==> config.mk <==
export PLATFORM = sky130hd
export DESIGN_NAME = integer_literal_parser
export DESIGN_NICKNAME = d
export VERILOG_FILES = /design/src/ilp_pkg.sv /design/src/integer_literal_parser.sv /design/src/ilp_decode.sv /design/src/ilp_core.sv
export SDC_FILE = /design/constraint.sdc
export NUM_CORES = 1
export LEC_CHECK = 0
export BUFFER_PORTS_ARGS = -buffer_cell sky130_fd_sc_hd__buf_4
export CORE_ASPECT_RATIO = 1.4
export CORE_MARGIN = 1.5
export CORE_UTILIZATION = 40
export CTS_CLUSTER_DIAMETER = 50
export DETAILED_ROUTE_END_ITERATION = 12
export PLACE_DENSITY = 0.53
export REMOVE_ABC_BUFFERS = 1
export SLEW_MARGIN = 40
export SYNTH_ARGS = -nofsm -noshare
export SYNTH_HDL_FRONTEND = slang
export SYNTH_SLANG_ARGS = --single-unit
==> constraint.sdc <==
create_clock -name clk -period 6.9 [get_ports clk]
set_input_delay 1.035 -clock clk [delete_from_list [all_inputs] [get_ports clk]]
set_output_delay 1.035 -clock clk [all_outputs]
set_load 0.05 [all_outputs]
==> src/ilp_pkg.sv <==
// Shared types and constants for the integer literal parser.
package ilp_pkg;

    localparam int CHAR_W  = 8;
    localparam int VALUE_W = 32;
    localparam int STAT_W  = 3;
    localparam int MAG_W   = 33;
    localparam int DIGIT_W = 4;

    // Result status codes
    localparam logic [STAT_W-1:0] ST_OK              = 3'd0;
    localparam logic [STAT_W-1:0] ST_MINUS_MISPLACED = 3'd1;
    localparam logic [STAT_W-1:0] ST_MINUS_ALONE     = 3'd2;
    localparam logic [STAT_W-1:0] ST_BAD_DIGIT       = 3'd3;
    localparam logic [STAT_W-1:0] ST_BAD_PREFIX      = 3'd4;
    localparam logic [STAT_W-1:0] ST_EMPTY           = 3'd5;
    localparam logic [STAT_W-1:0] ST_OVERFLOW        = 3'd6;

    // Character class flags from the decoder
    typedef struct packed {
        logic               is_minus;
        logic               is_lit;    // hex digit, x or X
        logic               is_zero;
        logic               is_dec;
        logic               is_hex;
        logic               is_b;
        logic               is_x;
        logic [DIGIT_W-1:0] digit;
    } ilp_char_t;

    // One result from the parser core
    typedef struct packed {
        logic                emit;
        logic [VALUE_W-1:0]  value;
        logic [STAT_W-1:0]   status;
    } ilp_result_t;

endpackage

==> src/integer_literal_parser.sv <==
// Integer literal parser: one character per beat in, one value and status per literal out.
// Takes one character per beat and can accept a new one every clock cycle. A
// character is first captured in an input register; once the result slot is free, the core
// updates sign, base and running magnitude (one shift-and-add by the base, held
// at 2^32) and, on a terminator or a misplaced minus, loads the result register.
// A result beat is loaded into the output register when the core steps on the
// character that ends the literal. The stream stalls only while a result waits
// in the output register and out_ready is low. Status codes: 0 ok, 1 misplaced
// minus, 2 minus without digits, 3 bad digit, 4 bad prefix, 5 empty, 6 overflow;
// value is zero unless status is ok.
module integer_literal_parser
(
    input  logic                               clk,
    input  logic                               rst_n,
    input  logic                               in_valid,
    output logic                               in_ready,
    input  logic [ilp_pkg::CHAR_W-1:0]         char_code,
    output logic                               out_valid,
    input  logic                               out_ready,
    output logic signed [ilp_pkg::VALUE_W-1:0] value,
    output logic [ilp_pkg::STAT_W-1:0]         status
);

    logic                          s1_valid_reg, s1_valid_next;
    logic [ilp_pkg::CHAR_W-1:0]    char_reg;
    logic                          out_valid_reg, out_valid_next;
    logic [ilp_pkg::VALUE_W-1:0]   value_reg;
    logic [ilp_pkg::STAT_W-1:0]    status_reg;
    logic                          step;
    ilp_pkg::ilp_char_t            cls;
    ilp_pkg::ilp_result_t          res;

    // Advance the held character when the result slot is free or being drained
    assign step          = s1_valid_reg && (!out_valid_reg || out_ready);
    assign in_ready      = !s1_valid_reg || step;
    assign s1_valid_next = in_valid ? 1'b1 : (s1_valid_reg && !step);

    always_comb
    begin
        if (step)
        begin
            out_valid_next = res.emit;
        end
        else
        begin
            out_valid_next = out_valid_reg && !out_ready;
        end
    end

    ilp_decode u_decode
    (
        .char_code (char_reg),
        .cls       (cls)
    );

    ilp_core u_core
    (
        .clk   (clk),
        .rst_n (rst_n),
        .step  (step),
        .cls   (cls),
        .res   (res)
    );

    // Hold valid flags
    always_ff @(posedge clk or negedge rst_n)
    begin
        if (!rst_n)
        begin
            s1_valid_reg  <= 1'b0;
            out_valid_reg <= 1'b0;
        end
        else
        begin
            if (in_ready)
            begin
                s1_valid_reg <= s1_valid_next;
            end
            out_valid_reg <= out_valid_next;
        end
    end

    // Capture input character and result payload
    always_ff @(posedge clk)
    begin
        if (in_valid && in_ready)
        begin
            char_reg <= char_code;
        end
        if (step && res.emit)
        begin
            value_reg  <= res.value;
            status_reg <= res.status;
        end
    end

    assign out_valid = out_valid_reg;
    assign value     = value_reg;
    assign status    = status_reg;

endmodule

==> src/ilp_decode.sv <==
// Character classifier: sorts one ASCII code into literal classes.
module ilp_decode
(
    input  logic [ilp_pkg::CHAR_W-1:0] char_code,
    output ilp_pkg::ilp_char_t         cls
);

    localparam logic [ilp_pkg::CHAR_W-1:0] CH_MINUS = 8'h2D;
    localparam logic [ilp_pkg::CHAR_W-1:0] CH_ZERO  = 8'h30;
    localparam logic [ilp_pkg::CHAR_W-1:0] CH_NINE  = 8'h39;
    localparam logic [ilp_pkg::CHAR_W-1:0] CH_LA    = 8'h61;
    localparam logic [ilp_pkg::CHAR_W-1:0] CH_LF    = 8'h66;
    localparam logic [ilp_pkg::CHAR_W-1:0] CH_UA    = 8'h41;
    localparam logic [ilp_pkg::CHAR_W-1:0] CH_UF    = 8'h46;
    localparam logic [ilp_pkg::CHAR_W-1:0] CH_LB    = 8'h62;
    localparam logic [ilp_pkg::CHAR_W-1:0] CH_UB    = 8'h42;
    localparam logic [ilp_pkg::CHAR_W-1:0] CH_LX    = 8'h78;
    localparam logic [ilp_pkg::CHAR_W-1:0] CH_UX    = 8'h58;
    localparam logic [ilp_pkg::CHAR_W-1:0] TEN      = 8'd10;

    logic                        dec;
    logic                        lower;
    logic                        upper;
    logic [ilp_pkg::CHAR_W-1:0]  off;

    // Classify ranges
    always_comb
    begin
        dec   = (char_code >= CH_ZERO) && (char_code <= CH_NINE);
        lower = (char_code >= CH_LA) && (char_code <= CH_LF);
        upper = (char_code >= CH_UA) && (char_code <= CH_UF);
        if (dec)
        begin
            off = char_code - CH_ZERO;
        end
        else if (lower)
        begin
            off = char_code - CH_LA + TEN;
        end
        else
        begin
            off = char_code - CH_UA + TEN;
        end

        cls.is_minus = (char_code == CH_MINUS);
        cls.is_dec   = dec;
        cls.is_hex   = dec | lower | upper;
        cls.is_zero  = (char_code == CH_ZERO);
        cls.is_b     = (char_code == CH_LB) || (char_code == CH_UB);
        cls.is_x     = (char_code == CH_LX) || (char_code == CH_UX);
        cls.is_lit   = cls.is_hex | cls.is_x;
        cls.digit    = off[ilp_pkg::DIGIT_W-1:0];
    end

endmodule

==> src/ilp_core.sv <==
// Parser core: phase, sign, base, magnitude and pending error per character.
module ilp_core
(
    input  logic                 clk,
    input  logic                 rst_n,
    input  logic                 step,
    input  ilp_pkg::ilp_char_t   cls,
    output ilp_pkg::ilp_result_t res
);

    typedef enum logic [1:0]
    {
        PH_NONE  = 2'd0,
        PH_MINUS = 2'd1,
        PH_ZERO  = 2'd2,
        PH_BODY  = 2'd3
    } phase_t;

    typedef enum logic [1:0]
    {
        BASE_DEC = 2'd0,
        BASE_BIN = 2'd1,
        BASE_HEX = 2'd2
    } base_t;

    localparam int ACC_W = ilp_pkg::MAG_W + 4;
    localparam logic [ilp_pkg::MAG_W-1:0] MAG_CAP   = 33'h1_0000_0000;
    localparam logic [ilp_pkg::MAG_W-1:0] LIMIT_POS = 33'h0_7FFF_FFFF;
    localparam logic [ilp_pkg::MAG_W-1:0] LIMIT_NEG = 33'h0_8000_0000;

    phase_t                       phase_reg, phase_next;
    base_t                        base_reg, base_next;
    base_t                        eff_base;
    logic                         neg_reg, neg_next;
    logic [ilp_pkg::MAG_W-1:0]    mag_reg, mag_next;
    logic [ilp_pkg::STAT_W-1:0]   err_reg, err_next;

    logic [ACC_W-1:0]             mag_ext;
    logic [ACC_W-1:0]             prod;
    logic [ACC_W-1:0]             sum;
    logic [ilp_pkg::MAG_W-1:0]    acc;
    logic                         digit_ok;
    logic [ilp_pkg::MAG_W-1:0]    limit;
    logic [ilp_pkg::VALUE_W-1:0]  mag32;

    // Scale the magnitude by the base and add the digit, saturating at the cap
    always_comb
    begin
        eff_base = ((phase_reg == PH_NONE) || (phase_reg == PH_MINUS)) ? BASE_DEC : base_reg;
        mag_ext  = {4'd0, mag_reg};
        case (eff_base)
            BASE_BIN:
            begin
                prod     = mag_ext << 1;
                digit_ok = cls.is_dec && (cls.digit <= 4'd1);
            end
            BASE_HEX:
            begin
                prod     = mag_ext << 4;
                digit_ok = cls.is_hex;
            end
            default:
            begin
                prod     = (mag_ext << 3) + (mag_ext << 1);
                digit_ok = cls.is_dec;
            end
        endcase
        sum = prod + {{(ACC_W-ilp_pkg::DIGIT_W){1'b0}}, cls.digit};
        acc = (sum > {4'd0, MAG_CAP}) ? MAG_CAP : sum[ilp_pkg::MAG_W-1:0];
    end

    // Work out the next state and any result for this character
    always_comb
    begin
        phase_next = phase_reg;
        base_next  = base_reg;
        neg_next   = neg_reg;
        mag_next   = mag_reg;
        err_next   = err_reg;
        res.emit   = 1'b0;
        res.value  = '0;
        res.status = ilp_pkg::ST_OK;
        limit      = neg_reg ? LIMIT_NEG : LIMIT_POS;
        mag32      = mag_reg[ilp_pkg::VALUE_W-1:0];

        if (cls.is_minus)
        begin
            if (phase_reg == PH_NONE)
            begin
                neg_next   = 1'b1;
                phase_next = PH_MINUS;
            end
            else
            begin
                res.emit   = 1'b1;
                res.status = ilp_pkg::ST_MINUS_MISPLACED;
            end
        end
        else if (cls.is_lit)
        begin
            case (phase_reg)
                PH_NONE, PH_MINUS:
                begin
                    if (cls.is_zero)
                    begin
                        phase_next = PH_ZERO;
                    end
                    else
                    begin
                        phase_next = PH_BODY;
                        base_next  = BASE_DEC;
                        if (!digit_ok)
                        begin
                            err_next = ilp_pkg::ST_BAD_DIGIT;
                        end
                        else
                        begin
                            mag_next = acc;
                        end
                    end
                end
                PH_ZERO:
                begin
                    phase_next = PH_BODY;
                    if (cls.is_dec)
                    begin
                        base_next = BASE_DEC;
                        mag_next  = acc;
                    end
                    else if (cls.is_b)
                    begin
                        base_next = BASE_BIN;
                    end
                    else if (cls.is_x)
                    begin
                        base_next = BASE_HEX;
                    end
                    else
                    begin
                        err_next = ilp_pkg::ST_BAD_PREFIX;
                    end
                end
                default:
                begin
                    if (err_reg == ilp_pkg::ST_OK)
                    begin
                        if (!digit_ok)
                        begin
                            err_next = ilp_pkg::ST_BAD_DIGIT;
                        end
                        else
                        begin
                            mag_next = acc;
                        end
                    end
                end
            endcase
        end
        else
        begin
            // Terminator: report the literal
            res.emit = 1'b1;
            if (phase_reg == PH_NONE)
            begin
                res.status = ilp_pkg::ST_EMPTY;
            end
            else if (phase_reg == PH_MINUS)
            begin
                res.status = ilp_pkg::ST_MINUS_ALONE;
            end
            else if (err_reg != ilp_pkg::ST_OK)
            begin
                res.status = err_reg;
            end
            else if (mag_reg > limit)
            begin
                res.status = ilp_pkg::ST_OVERFLOW;
            end
            else
            begin
                res.value = neg_reg ? (~mag32 + 32'd1) : mag32;
            end
        end

        // Clear all state after a result
        if (res.emit)
        begin
            phase_next = PH_NONE;
            base_next  = BASE_DEC;
            neg_next   = 1'b0;
            mag_next   = '0;
            err_next   = ilp_pkg::ST_OK;
        end
    end

    // Hold parser state; advance on each character step
    always_ff @(posedge clk or negedge rst_n)
    begin
        if (!rst_n)
        begin
            phase_reg <= PH_NONE;
            base_reg  <= BASE_DEC;
            neg_reg   <= 1'b0;
            mag_reg   <= '0;
            err_reg   <= ilp_pkg::ST_OK;
        end
        else if (step)
        begin
            phase_reg <= phase_next;
            base_reg  <= base_next;
            neg_reg   <= neg_next;
            mag_reg   <= mag_next;
            err_reg   <= err_next;
        end
    end

endmodule

======== Word-level counts from Yosys, hierarchy flattened ========
Index checks and enable logic that the tools add are counted.
word-level totals
  bits in registers ....................... 86
  bits of input ports ..................... 12
  output and inout bits ................... 37
  word-level logic and storage cells ...... 142
operators by class
  $add $sub $neg .......................... 8
  magnitude comparators ................... 9
  eq/ne operators ......................... 18
  muxes and demuxes ....................... 58
  bitwise gates (word level) .............. 4
  reductions and logical operators ........ 35
operators by type and width
  kind                                                                                 count
  33-bit two-way mux                                                                   8
  32-bit two-way mux                                                                   6
  37-bit case mux with 2 select lines                                                  1
  33-bit case mux with 2 select lines                                                  1
  3-bit two-way mux                                                                    14
  36-bit by 34-bit adder with 37-bit output                                            1
  37-bit by 4-bit adder with 37-bit output                                             1
  37-bit by 33-bit > comparator with 1-bit output, second input constant               1
  36-bit two-way mux                                                                   1
  33-bit > comparator                                                                  1
  32-bit by 1-bit adder with 32-bit output, second input constant                      1
  8-bit by 7-bit == test with 1-bit output, second input constant                      4
  32-bit inverter                                                                      1
  2-bit two-way mux                                                                    12
  8-bit by 6-bit == test with 1-bit output, second input constant                      2
  8-bit by 7-bit greater-or-equal comparator with 1-bit output, second input constant  2
  8-bit by 7-bit less-or-equal comparator with 1-bit output, second input constant     2
  3-bit != test, second input constant                                                 5
  6-bit AND reduction                                                                  2
  4-bit by 1-bit subtractor with 4-bit output, second input constant                   3
  1-bit logical AND                                                                    9
  1-bit two-way mux                                                                    9
  3-bit nonzero test                                                                   3
  4-bit adder, second input constant                                                   2
  24 further kinds                                                                     40

======== Logic depth before layout (Yosys ltp) ========
  word-level depth ........................ 14
  depth in mapped cells ................... 26
  mapped depth without buffers ............ 20

======== Cells and area by module ========
From an unflattened synthesis, not the netlist that was laid out.
second synthesis, totals
  cell total of the unflattened synthesis .. 960
  area, all modules ....................... 8,478.1 um^2
by module, submodules not included
  module                  instances  cells an instance  area an instance (um^2)  sequential area each (um^2)
  ilp_core                1          870                6,775.2                  1,001.0
  integer_literal_parser  1          53                 1,402.6                  1,341.3
  ilp_decode              1          37                 300.3                    0.0

======== Worst setup path after synthesis ========
OpenSTA, ideal clock, no wires.
  path type ............................... register -> register
  from .................................... reg u_core.phase_reg[1]
  to ...................................... reg u_core.mag_reg[10] (netlist bit)
  library setup time ...................... 0.092 ns
  arrival ................................. 5.473 ns
  data required time ...................... 6.808 ns
  setup slack ............................. 1.335 ns
  stages on the path, launching flop included .. 27
  path buffers ............................ 8
  period minus slack after synthesis ...... 5.565 ns
  cell sequence ........................... dfrtp_1 clkbuf_1 and2_1 ha_1 buf_2 buf_1 clkbuf_1 buf_1 clkbuf_1 nor2_1 nor2_1 ha_1 inv_1 fa_1 nor2b_1 o211ai_1 nor3_2 nand2_2 or4_1 buf_2 nor4_2 nand4b_1 mux2i_1 a21o_1 nand2_4 buf_6 o31ai_2
on the way
  cells in the longest elaborated chain, start to end .. 14
  elaborated cells between the ends (all ways) .. 29
  those cells by class .................... add/sub: 1; order compare: 1; eq/ne: 7; mux: 14; reduce/logical: 6
ends and longest elaborated chain
  what                                                                                  line                                             text
  start, declared                                                                       ilp_core.sv:31                                   phase_t phase_reg, phase_next;
  start signal, assigned                                                                ilp_core.sv:209                                  phase_reg <= phase_next;
  2-bit by 1-bit == test with 1-bit output / 2-bit logical NOT (equally long branches)  ilp_core.sv:49, ilp_core.sv:101, ilp_core.sv:88
  1-bit logical OR                                                                      ilp_core.sv:49                                   eff_base = ((phase_reg == PH_NONE) || (phase_reg == PH_MINUS)) ? BASE_DEC : base_reg;
  2-bit two-way mux                                                                     ilp_core.sv:49
  2-bit == test / 2-bit by 1-bit == test with 1-bit output (equally long branches)      ilp_core.sv:51                                   case (eff_base)
  37-bit case mux with 2 select lines                                                   ilp_core.sv:51
  37-bit by 4-bit adder with 37-bit output                                              ilp_core.sv:68                                   sum = prod + {{(ACC_W-ilp_pkg::DIGIT_W){1'b0}}, cls.digit};
  37-bit by 33-bit > comparator with 1-bit output                                       ilp_core.sv:69                                   acc = (sum > {4'd0, MAG_CAP}) ? MAG_CAP : sum[ilp_pkg::MAG_W-1:0];
  33-bit two-way mux                                                                    ilp_core.sv:69
  33-bit two-way mux                                                                    ilp_core.sv:112, ilp_core.sv:147
  33-bit two-way mux (on tied branches)                                                 ilp_core.sv:145, ilp_core.sv:104
  33-bit case mux with 2 select lines                                                   ilp_core.sv:101                                  case (phase_reg)
  33-bit two-way mux                                                                    ilp_core.sv:99                                   else if (cls.is_lit)
  33-bit two-way mux                                                                    ilp_core.sv:86                                   if (cls.is_minus)
  33-bit two-way mux                                                                    ilp_core.sv:186                                  if (res.emit)
  end signal, assigned                                                                  ilp_core.sv:212                                  mag_reg <= mag_next;
  end, declared                                                                         ilp_core.sv:35                                   logic [ilp_pkg::MAG_W-1:0] mag_reg, mag_next;
Several ways; a longest one is shown, not always the timed one. The select of a mux whose other input is x is not followed.
A chain may end at the register's enable or synchronous reset.

======== Final worst setup path ========
  from .................................... reg char_reg[1] (netlist bit)
  to ...................................... reg u_core.mag_reg[8] (netlist bit)
on the way
  cells in the longest elaborated chain, start to end .. 13
  elaborated cells between the ends (all ways) .. 46
  those cells by class .................... add/sub: 6; order compare: 8; eq/ne: 7; mux: 14; bitwise: 3; reduce/logical: 8
ends and longest elaborated chain
  what                                                                                                                          line                                                  text
  start, declared                                                                                                               integer_literal_parser.sv:25                          logic [ilp_pkg::CHAR_W-1:0] char_reg;
  start signal, assigned                                                                                                        integer_literal_parser.sv:88                          char_reg <= char_code;
  4-bit by 1-bit subtractor with 4-bit output (tied with other cells)                                                           ilp_decode.sv:38, ilp_decode.sv:42
  4-bit adder / 1-bit logical AND (equally long branches)                                                                       ilp_decode.sv:38, ilp_decode.sv:42, ilp_decode.sv:30
  4-bit two-way mux                                                                                                             ilp_decode.sv:36                                      else if (lower)
  4-bit two-way mux                                                                                                             ilp_decode.sv:32                                      if (dec)
  37-bit by 4-bit adder with 37-bit output / 4-bit by 1-bit less-or-equal comparator with 1-bit output (equally long branches)  ilp_core.sv:68, ilp_core.sv:55
  37-bit by 33-bit > comparator with 1-bit output / 1-bit logical AND (equally long branches)                                   ilp_core.sv:69, ilp_core.sv:55
  33-bit two-way mux / 1-bit case mux with 2 select lines (equally long branches)                                               ilp_core.sv:69, ilp_core.sv:51
  33-bit two-way mux                                                                                                            ilp_core.sv:112, ilp_core.sv:147
  33-bit two-way mux (on tied branches)                                                                                         ilp_core.sv:145, ilp_core.sv:104
  33-bit case mux with 2 select lines                                                                                           ilp_core.sv:101
  33-bit two-way mux                                                                                                            ilp_core.sv:99
  33-bit two-way mux                                                                                                            ilp_core.sv:86
  33-bit two-way mux                                                                                                            ilp_core.sv:186
Several ways; a longest one is shown, not always the timed one. The select of a mux whose other input is x is not followed.

==> summary.md <==
| Metric | Value |
|---|---|
| Status | complete, no violations |
| Post-CTS sizing | 0 |
| Die height | 174 um |
| Register share of total power | 0.403 |
| RSZ-0062 raised after global routing | false |
| Yosys warnings | 0 |
| CTS sink count | 85 |
| Pre-antenna DRT Iters | 4 |
| Highest clock rate | 181 MHz |
| Main synth FF type | edfxtp_1 |
| Clk Latency, worst-skew pair | 360 ps |
| Cells after Synth | 970 |
| Port buffer count | 48 |
| Sw Pwr | 0.000566 W |
| Max Slew Vio Count | 0 |
| Worst Skew | 7.77 ps |
| Seq. cell area | 2340 um^2 |
| Pwr/cell area | 164 nW/um^2 |
| Peak supply drop | 0.112 mV |
| Hold path endpoint | u_core.base_reg[0] |
| Worst R2R End | u_core.mag_reg[8] |
| Crit path required time | 7160 ps |
| R2R depth | 19 |
| Setup_tns | 0 ps |
| CP cell instances | inv_1 > ha_1 > o41ai_1 > or4b_2 > o21ai_0 > ha_1 > inv_1 > fa_1 > nor2b_1 > o211ai_1 > nor3_2 > nand2_2 > or4_1 > nor2_2 > nand4b_1 > nor4_1 > a21o_1 > nand2_4 > o41ai_2 |
| Clock share of power | 0.338 |
| Core Area | 20500 um^2 |
| Worst Setup End Kind | flip-flop |
| CP max stage delay | 770 ps |
| Gr ovfl total | 0 |
| Area occupied by multi-input gates | 5710 um^2 |
| Layout cells sized above 1 | 0.127 |
| Pint | 0.000949 W |
| Sequential-to-total area share from yosys stat | 0.281 |
| Overall routing resource usage | 0.233 |
| Crit path time final | 5520 ps |
| Comb power frac | 0.260 |
| Min-Delay Startpoint | u_core.base_reg[0] |
| CTS buffer count | 9 |
| # diodes | 0 |
| Count of different cell masters after synthesis | 87 |
| Mapped Avg Cell Area | 8.60 um^2 |
| CTS Root Cell | clkbuf_16 |
| Crit path arrival time | 5780 ps |
| Final Hold Fails | 0 |
| Non-Filler Instances | 1247 |
| Hold Path Stages | 1 |
| Post-DRT Antenna Nets | 0 |
| Nets | 1074 |
| Pleak | 3.97 nW |
| Clk slew on worst S/H paths | 80 ps |
| Setup bufs post-CTS | 0 |
| Die area | 21700 um^2 |
| Post-synth EDFFs | 43 |
| Number of max-cap violations | 0 |
| Core Rows | 62 |
| Initial Utilization | 0.407 |
| Die width | 125 um |
| Startpoint types | flip-flop |
| Vias per inst | 5.96 |
| Syn-to-layout area delta | 10.5% |
| Total I/O pin count | 49 |
| Most common cell after layout, fill and taps aside | nand2_1 |
| Pin slew with the least headroom to its limit | 860 ps |
| First-iteration detailed-routing DRC count | 430 |
| # fillers | 2097 |
| Post-place instance area | 8910 um^2 |
| Tcrit/Tclk final | 0.800 |
| # DRC | 0 |
| Placed insts | 1231 |
| Total wire length | 25000 um |
| WL/cell | 20.0 um |
| Max reg flops | 33 |
| Number of global-route vias before repair | 7265 |
| Final instance area | 9220 um^2 |
| Post-CTS Hold Buffers | 0 |
| Synthesized area | 8340 um^2 |
| First-pass GRT wire length | 40000 um |
| Critical-path top delay cell | or4b_2 |
| Worst hold path type | reg -> reg |
| Routability-driven placement congestion ratio | 0.873 |
| Asr flop ratio synth | 0.494 |
| R2r startpoint | char_reg[1] |
| Sw Ratio | 0.374 |
| CP max FO | 26 |
| #FFs+latches synth | 85 |
| Initial antenna violation count | 0 |
| Most frequent cells in the layout | 98 x nand2_1, 96 x nor2_1, 72 x ha_1, 61 x a21oi_1, 56 x buf_4 |
| CTS Buffer Depth | 2 |
| Endpoints failing setup | 0 |
| Rel. slew slack | 0.422 |
| CTS tree | yes |
| Post-DP HPWL | 18700 um |
| Reg2Reg Setup Slack | 1380 ps |
| CP Class | reg -> reg |
| Largest net degree at the start of global routing | 43 |
| Htree depth | 3 |
| Vias post-DR | 7437 |
cells in the mapped netlist (all sizes together), types with 9 or more instances:
library cell / count / area share
nand2b: 12 / 0.0090
edfxtp: 43 / 0.15
o21ai: 63 / 0.038
inv: 24 / 0.011
ha: 74 / 0.11
o31ai: 36 / 0.044
a221oi: 16 / 0.017
xor2: 50 / 0.053
o41ai: 9 / 0.012
nand3: 13 / 0.0084
nand4: 22 / 0.017
buf: 17 / 0.011
dfrtp: 42 / 0.13
a21o: 28 / 0.025
nor4: 11 / 0.011
or3: 13 / 0.010
nand2: 100 / 0.046
a21oi: 63 / 0.039
xnor2: 25 / 0.027
a31oi: 9 / 0.0068
nor2b: 12 / 0.0090
nor3: 15 / 0.011
clkbuf: 36 / 0.016
and2: 9 / 0.0068
nor2: 99 / 0.046
o211ai: 9 / 0.0087
a221o: 10 / 0.012
worst max path at each step:
| stage | startpoint | endpoint | cells after the start |
|---|---|---|---|
| global route | char_reg[1] | u_core.mag_reg[8] | 19 |
| floorplan | u_core.phase_reg[1] | u_core.mag_reg[8] | 18 |
| finish | char_reg[1] | u_core.mag_reg[8] | 19 |
| CTS | char_reg[1] | u_core.mag_reg[8] | 19 |
| global placement | char_reg[0] | u_core.mag_reg[8] | 19 |
| detailed placement | char_reg[1] | u_core.mag_reg[8] | 19 |
layer usage:
layer | routed length, um | GRT usage | vias up
met1 | 10400 | 0.277 | 3562
met2 | 13000 | 0.420 | 153
li1 | - | - | 3676
met3 | 780 | 0.0321 | 46
met4 | 884 | 0.0909 | 0
met5 | 0 | 0 | -
stage by stage:
| step | total power, W | hold WS, ps | worst slack, ps | util |
|---|---|---|---|---|
| finish | 0.00152 | 490 | 1380 | 0.450 |
| global route | 0.00159 | 526 | 964 | 0.450 |
| CTS | 0.00153 | 496 | 1350 | 0.450 |
| detailed placement | 0.00102 | 478 | 1380 | 0.435 |
| global placement | 0.00102 | 487 | 1500 | 0.434 |
| floorplan | 0.000880 | 458 | 1620 | - |
worst max-delay path, delay by kind of cell (launching register included):
kind | cells | cell delay, ps
AO/OA/AOI/OAI | 5 | 1090
adder cells (fa/ha/maj) | 3 | 780
buffers and inverters | 2 | 200
flip-flops | 1 | 430
AND/OR/NAND/NOR | 9 | 2890
power by group through the flow:
stage	combinational, W	sequential [W]	clock [W]
2_1_floorplan	0.000187	0.000693	0
3_5_place_dp	0.000397	0.000620	0
5_1_grt	0.000428	0.000615	0.000543
3_3_place_gp	0.000396	0.000620	0
6_report	0.000393	0.000610	0.000512
4_1_cts	0.000398	0.000610	0.000525
logic make-up after synthesis:
kind of cell             after synthesis  synth area share
AND/OR/NAND/NOR                      350             0.216
AO/OA/AOI/OAI                        297             0.259
flip-flops                            85             0.281
buffers and inverters                 78            0.0380
adder cells (fa/ha/maj)               76             0.116
XOR/XNOR                              75            0.0797
multiplexers                           9            0.0110
final cells by class:
cell class	count	area share
Sequential cell	85	0.254
Timing Repair Buffer	58	0.0489
Clock inverter	7	0.00815
Tap cell	256	0.0348
Multi-Input combinational cell	807	0.619
Clock buffer	9	0.0244
Inverter	25	0.0102
Power figures use the tool's default switching activity.
